===== src/bet_pkg.sv =====
// Shared types, constants and helper functions for the binomial expansion block.
`default_nettype none

package bet_pkg;

  localparam int unsigned ExpW     = 6;
  localparam int unsigned CoefInW  = 16;
  localparam int unsigned PowW     = 8;
  localparam int unsigned ExpOutW  = 14;
  localparam int unsigned CoefOutW = 64;

  localparam logic [CoefOutW-1:0] CoefMin = 64'h8000_0000_0000_0000;
  localparam logic [CoefOutW-1:0] CoefMax = 64'h7FFF_FFFF_FFFF_FFFF;

  typedef struct packed {
    logic [ExpW-1:0]           exponent;
    logic signed [CoefInW-1:0] coef_first;
    logic signed [CoefInW-1:0] coef_second;
    logic [PowW-1:0]           first_power;
    logic [PowW-1:0]           second_power;
  } bet_in_t;

  typedef struct packed {
    logic [ExpW-1:0]            term_index;
    logic signed [CoefOutW-1:0] term_coef;
    logic [ExpOutW-1:0]         first_exp_out;
    logic [ExpOutW-1:0]         second_exp_out;
    logic                       coef_is_zero;
    logic                       saturated;
    logic                       last_term;
  } bet_out_t;

  // Request to and response from the shared 64x64 multiplier.
  typedef struct packed {
    logic        start;
    logic [63:0] op_a;
    logic [63:0] op_b;
  } mul_req_t;

  typedef struct packed {
    logic         done;
    logic [127:0] prod;
  } mul_rsp_t;

  // Inverses of the odd numbers 1..63 modulo 2^64, for exact division.
  typedef logic [63:0] inv_tab_t [32];

  function automatic inv_tab_t build_inv_tab();
    inv_tab_t    tab;
    logic [63:0] m;
    logic [63:0] x;
    for (int j = 0; j < 32; j++) begin
      m = 64'(2 * j + 1);
      x = m;
      for (int s = 0; s < 6; s++) begin
        x = x * (64'd2 - m * x);
      end
      tab[j] = x;
    end
    return tab;
  endfunction

  localparam inv_tab_t InvTab = build_inv_tab();

  // Count of trailing zero bits of a nonzero divisor.
  function automatic logic [2:0] trail_zeros(logic [ExpW-1:0] d);
    logic [2:0] z;
    z = '0;
    for (int k = ExpW - 1; k >= 0; k--) begin
      if (d[k]) begin
        z = 3'(k);
      end
    end
    return z;
  endfunction

endpackage

`default_nettype wire


===== src/bet_mul.sv =====
// Shared 64x64 multiplier built from one 32x32 multiplier over four partial products.
`default_nettype none

module bet_mul import bet_pkg::*; (
  input  logic     clk_i,
  input  logic     rst_ni,
  input  mul_req_t req_i,
  output mul_rsp_t rsp_o
);

  localparam logic [1:0] PartLoLo = 2'd0;
  localparam logic [1:0] PartLoHi = 2'd1;
  localparam logic [1:0] PartHiLo = 2'd2;
  localparam logic [2:0] StepEnd  = 3'd4;

  logic [63:0]  op_a_q, op_b_q;
  logic [63:0]  pp_q;
  logic [1:0]   pp_pos_q;
  logic         pp_vld_q;
  logic [127:0] acc_q;
  logic         busy_q;
  logic         done_q;
  logic [2:0]   step_q;

  logic [31:0]  x_sel, y_sel;
  logic [63:0]  pp_w;
  logic [127:0] pp_ext;

  always_comb begin
    case (step_q[1:0])
      PartLoLo: begin x_sel = op_a_q[31:0];  y_sel = op_b_q[31:0];  end
      PartLoHi: begin x_sel = op_a_q[31:0];  y_sel = op_b_q[63:32]; end
      PartHiLo: begin x_sel = op_a_q[63:32]; y_sel = op_b_q[31:0];  end
      default:  begin x_sel = op_a_q[63:32]; y_sel = op_b_q[63:32]; end
    endcase
  end

  assign pp_w = x_sel * y_sel;

  always_comb begin
    case (pp_pos_q) inside
      PartLoLo:           pp_ext = {64'b0, pp_q};
      PartLoHi, PartHiLo: pp_ext = {32'b0, pp_q, 32'b0};
      default:            pp_ext = {pp_q, 64'b0};
    endcase
  end

  // Sequence control.
  always_ff @(posedge clk_i or negedge rst_ni) begin
    if (!rst_ni) begin
      busy_q   <= 1'b0;
      done_q   <= 1'b0;
      step_q   <= '0;
      pp_vld_q <= 1'b0;
    end else begin
      done_q <= busy_q && !req_i.start && (step_q == StepEnd);
      if (req_i.start) begin
        busy_q   <= 1'b1;
        step_q   <= '0;
        pp_vld_q <= 1'b0;
      end else if (busy_q) begin
        if (step_q != StepEnd) begin
          pp_vld_q <= 1'b1;
          step_q   <= step_q + 3'd1;
        end else begin
          pp_vld_q <= 1'b0;
          busy_q   <= 1'b0;
        end
      end
    end
  end

  // Operands, partial product and accumulator.
  always_ff @(posedge clk_i) begin
    if (req_i.start) begin
      op_a_q <= req_i.op_a;
      op_b_q <= req_i.op_b;
      acc_q  <= '0;
    end else begin
      if (busy_q && step_q != StepEnd) begin
        pp_q     <= pp_w;
        pp_pos_q <= step_q[1:0];
      end
      if (pp_vld_q) begin
        acc_q <= acc_q + pp_ext;
      end
    end
  end

  assign rsp_o.done = done_q;
  assign rsp_o.prod = acc_q;

endmodule

`default_nettype wire


===== config.mk =====
export PLATFORM = sky130hd
export DESIGN_NAME = bet_mul
export DESIGN_NICKNAME = d
export VERILOG_FILES = /design/src/bet_pkg.sv /design/src/bet_mul.sv
export SDC_FILE = /design/constraint.sdc
export NUM_CORES = 2
export LEC_CHECK = 0
export ABC_CLOCK_PERIOD_IN_PS = 10220
export BUFFER_PORTS_ARGS = -buffer_cell sky130_fd_sc_hd__buf_2
export CORE_AREA = 2 2 330 332
export CTS_BUF_LIST = sky130_fd_sc_hd__clkbuf_8
export CTS_CLUSTER_DIAMETER = 100
export DETAILED_ROUTE_END_ITERATION = 16
export DIE_AREA = 0 0 332 334
export PLACE_DENSITY = 0.74
export SLEW_MARGIN = 20
export SYNTH_ARGS = -nofsm -noshare
export SYNTH_HDL_FRONTEND = slang
export SYNTH_SLANG_ARGS = --single-unit

===== constraint.sdc =====
create_clock -name clk_i -period 10.22 [get_ports clk_i]
set_input_delay 2.044 -clock clk_i [delete_from_list [all_inputs] [get_ports clk_i]]
set_output_delay 2.044 -clock clk_i [all_outputs]
set_load 0.01 [all_outputs]

After elaboration in Yosys (flattened, before gate mapping):

Cells that the tools add are included.

* register bits: 328
* word-level logic and storage cells: 44
* output and inout port bits: 129
* input port bits: 131

* multiply operators: 1
* $add $sub $neg: 2
* reduce and logical (&&, ||, !) cells: 13
* mux-type cells: 12
* equality and inequality tests: 6
* bitwise logic cells: 1

Operator list (number)
* $mux W128: 2
* $add A128 B128 Y128: 1
* $mul A32 B32 Y64: 1
* $mux W32: 2
* $mux W3: 3
* $reduce_or A2 Y1: 3
* $mux W1: 5
* $eq A2 B1 Y1 const B: 2
* $eq A2 B2 Y1 const B: 2
* $logic_not A2 Y1: 2
* $reduce_and A2 Y1: 2
* $reduce_bool A2 Y1: 2
* $add A3 B1 Y3 const B: 1
* $eq A3 B3 Y1 const B: 1
* $logic_and A1 B1 Y1: 3
* $ne A3 B3 Y1 const B: 1
* $logic_not A1 Y1: 1
* $not A1 Y1: 1

Depth between registers and ports, before layout:

* word-level depth: 5
* gate-level depth with buffers: 37
* gate-level depth less buffers: 33

Worst setup path after synthesis:

No wires, ideal clock.

* path kind: register to register
* start point: reg step_q[0]
* end point: reg pp_q[61] (data pin)
* buffers on the path: 4
* setup slack: 0.947 ns
* clock period less this slack: 9.273 ns
* stages on the path, launching flop included: 34
* required time: 9.946 ns
* library setup time: 0.274 ns
* arrival time: 8.999 ns
* path through: dfrtp_1 > inv_1 > ha_1 > nor2_1 > clkbuf_1 > buf_1 > mux2i_1 > clkbuf_1 > nor2_1 > fa_1 > inv_1 > fa_1 > fa_1 > fa_1 > inv_1 > fa_1 > fa_1 > fa_1 > inv_1 > fa_1 > inv_1 > ha_1 > clkbuf_1 > a21o_1 > a21o_1 > a2111oi_0 > nor2_1 > a21oi_1 > a31oi_1 > o2111ai_1 > nand2_1 > a21oi_1 > o41ai_1 > xor2_1

* word-level cells in the longest chain between the ends: 4
* elaborated cells between the ends (all ways): 8
* those cells by class: 1 x mul; 2 x eq/ne; 2 x mux; 3 x reduce/logical

RTL lines
* start, declared: RTL line bet_mul.sv:23 `logic [2:0] step_q;`
* start signal, assigned: RTL line bet_mul.sv:64 `step_q <= step_q + 3'd1;`
* $eq A2 B1 Y1, or another cell as far along: RTL line bet_mul.sv:30 `case (step_q[1:0])`
* $reduce_or A2 Y1 (no source line)
* $mux W32: RTL line bet_mul.sv:30
* $mul A32 B32 Y64 *: RTL line bet_mul.sv:38 `assign pp_w = x_sel * y_sel;`
* net pp_w[61]: RTL line bet_mul.sv:26 `logic [63:0] pp_w;`
* end signal, assigned: RTL line bet_mul.sv:81 `pp_q <= pp_w;`
* end, declared: RTL line bet_mul.sv:17 `logic [63:0] pp_q;`

Mark *: on every way through the listed nets, which the timed path passes. The rest lies on a longest branch.
A chain may end at the register's enable or synchronous reset.

Worst setup path in the final report:

* start point: reg step_q[0]
* end point: reg pp_q[62] (data pin)

Same word-level chain as after synthesis.

==> flow_summary_export.csv <==
group,metric,value,unit
outcome,status,"finished, final reports clean",
global_route,grt_usage,0.343,
global_route,grt_pass1_vias,45600,
layout,post_route_cells_drive_above_1_share,0.100,
setup_path,rr_endpoint,"pp_q[62]",
routing,vias_per_cell,5.89,
hold_path,worstHoldPathType,"reg2reg",
timing,min_period,9910,ps
routing,vias,44700,
die,boundaryPins,260,
die,die_h,334,um
clock_network,cts-htree-levels,2,
global_route,antenna_found_initial,7,
setup_path,endpoint_kind,"flip-flop",
logic_synthesis,async_flop_share,0.0183,
die,die_w,332,um
layout,stdcell_count,7583,
setup_path,required,10740,ps
die,initial_core_util,0.494,
clock_network,cts_root_buffer,"clkbuf_8",
timing,timing.fmax,101,MHz
global_route,grt_pass1_wl,282,mm
setup_path,rr_startpoint,"step_q[0]",
routing,drtAntennaViolNets,0,
setup_path,crit_end,"pp_q[62]",
logic_synthesis,ys_types,100,
routing,routed_wirelength,192,mm
logic_synthesis,avgSynthCellArea,8.92,sq um
setup_path,r2r_setup_slack,310,ps
clock_network,cts_tree,"yes",
logic_synthesis,synthTopCellsByCount,"inv_1 (937), fa_1 (897), nor2_1 (818), nand2_1 (686), ha_1 (395)",
placement,place.port_buffers,259,
logic_synthesis,netlist_area,0.0532,sq mm
logic_synthesis,synth_ff_type,"edfxtp_1",
clock_network,clock-sinks,328,
die,rows,121,
logic_synthesis,yosysMostFrequentCell,"inv_1",
routing,routedWlPerCell,25.3,um
logic_synthesis,syn-num-nets,7390,
layout,num-fill-cells,9896,
timing,worst_pin_slew,1060,ps
layout,area_growth,8.20,%
layout,final_core_util,0.534,
logic_synthesis,syn_inst,5967,
clock_network,cts_resized,0,
run,maxCapViolations,0,
logic_synthesis,synth.area.top_cells,"fa_1 (34%), edfxtp_1 (11%), ha_1 (9.3%)",
global_route,grt_max_degree,71,
timing,fin_skew,86.8,ps
routing,drcViolationCount,0,
routing,drtIter0Drc,4497,
global_route,grt_remaining_overflow,0,
setup_path,critPathArrivalTime,10430,ps
die,dieArea,0.111,sq mm
placement,place_inst,7468,
placement,gp_congestion,1.05,
timing,fin_crit_sh,0.970,
setup_path,slowest_delay,600,ps
layout,nets,7539,
routing,firstDrtPassIters,8,
clock_network,cts_buffer_depth,3,
clock_network,cts.clk_slew.worst_paths,60,ps
setup_path,crit_type,"reg2reg",
clock_network,cts_hold_buf,0,
setup_path,rr_worst_depth,31,
timing,setup_viol,0,
placement,post-dp-hpwl,154,mm
clock_network,cts-buffers-inserted,60,
clock_network,cts_setup_buffers,0,
logic_synthesis,synth_top_area_frac,0.337,
logic_synthesis,synth_edf_count,194,
placement,dpl_cell_area,0.0563,sq mm
logic_synthesis,ys_warn_count,0,
clock_network,insertion_delay,800,ps
die,coreArea,0.108,sq mm
logic_synthesis,synth_top_area_cell,"fa_1",
timing,drv_slew,0,
setup_path,crit_path_start,"step_q[0]",
timing,slew_headroom,0.295,
timing,hold_viol_final,0,
logic_synthesis,ys_ff_latch,328,
setup_path,crit_top_cell,"fa_1",
timing,tns,0,ps
layout,finalInstanceArea,0.0576,sq mm
setup_path,critical-path-slowest-cell,"fa_1",
timing,rsz0062_at_grt,"no",
setup_path,cp-start-kind,"flip-flop",
logic_synthesis,seq_area_frac_synth,0.160,
setup_path,critPathMaxFanout,25,
## cell type report
cell class,count,area [sq um],share of cell area
antenna,4,10.0,0.000174
clock buffer,64,881,0.0153
clock inverter,47,393,0.00682
inverter,938,3520,0.0611
multi-input combinational,4406,40200,0.698
sequential,328,8540,0.148
tap,1414,1770,0.0307
timing repair buffer,382,2280,0.0396
## worst max-delay path, delay by kind of cell, from the launching register on
family                     cells  cell delay (ps)
adders and majority gates     10             4830
AOI/OAI and AO/OA              6             1560
buffers and inverters          7             1320
and+or+nand+nor                6             1180
DFF                            1              390
muxes                          1              230
xor gates and xnor gates       1              130
## placed cells by master (no fill, tap or decap), types with 11 or more instances in the layout
cell type	netlist	final
ha_1	395	394
o21ai_1	63	63
a31oi_1	23	23
mux2i_1	148	110
edfxtp_1	194	194
nand2b_1	27	26
clkbuf_8	0	65
nand3_1	37	37
o21ai_0	149	149
and3_1	18	18
o21bai_1	56	56
buf_4	10	119
fa_1	897	897
nor3_1	39	39
and2_1	81	81
buf_2	16	258
a22o_1	36	36
nand2_1	686	686
dfxtp_1	128	128
a21o_1	83	83
a21oi_1	297	297
nand4_1	70	70
xor2_1	59	59
xnor2_1	116	116
mux2_2	62	62
o21a_1	20	20
nor2_1	818	814
mux2i_2	0	36
or3_1	11	11
a211oi_1	25	25
inv_1	937	949
nor2b_1	20	19
## worst min path at each step
stage / start / to / slack, ps / cells past startpoint
after floorplan: step_q[0] / pp_pos_q[0] / 480 / 0
after global placement: acc_q[109] / acc_q[109] / 450 / 2
after detailed placement: acc_q[123] / acc_q[123] / 460 / 2
after CTS: acc_q[123] / acc_q[123] / 470 / 2
after global routing: acc_q[123] / acc_q[123] / 490 / 2
final: acc_q[123] / acc_q[123] / 470 / 2
## stage by stage
| step | hold slack (ps) | setup WS [ps] |
|---|---|---|
| 2_1_floorplan | 481 | 947 |
| 3_3_place_gp | 453 | 618 |
| 3_5_place_dp | 462 | 471 |
| 4_1_cts | 469 | 446 |
| 5_1_grt | 490 | 52.7 |
| 6_report | 465 | 309 |
## cells by family after synthesis
| logic type | Yosys count | synth area share |
|---|---|---|
| buffers and inverters | 1233 | 0.0881 |
| adders and majority gates | 1292 | 0.430 |
| xor gates and xnor gates | 175 | 0.0288 |
| muxes | 211 | 0.0412 |
| AOI/OAI and AO/OA | 861 | 0.102 |
| DFF | 328 | 0.160 |
| and+or+nand+nor | 1867 | 0.149 |
## flip-flops by register name (all words and copies together), names as in the netlist
signal    cells
acc_q       128
busy_q        1
done_q        1
op_a_q       64
op_b_q       64
pp_pos_q      2
pp_q         64
pp_vld_q      1
step_q        3
## metal layers
layer,part of all wire,vias to the layer above,track usage
li1,-,19400,-
met1,0.37,21900,0.425
met2,0.44,2680,0.536
met3,0.11,722,0.0922
met4,0.078,6,0.212
met5,0.00019,-,0
Power is left out: the tool's default activity adds up to more than one toggle a clock period on the data nets, which glitch-free logic cannot reach.
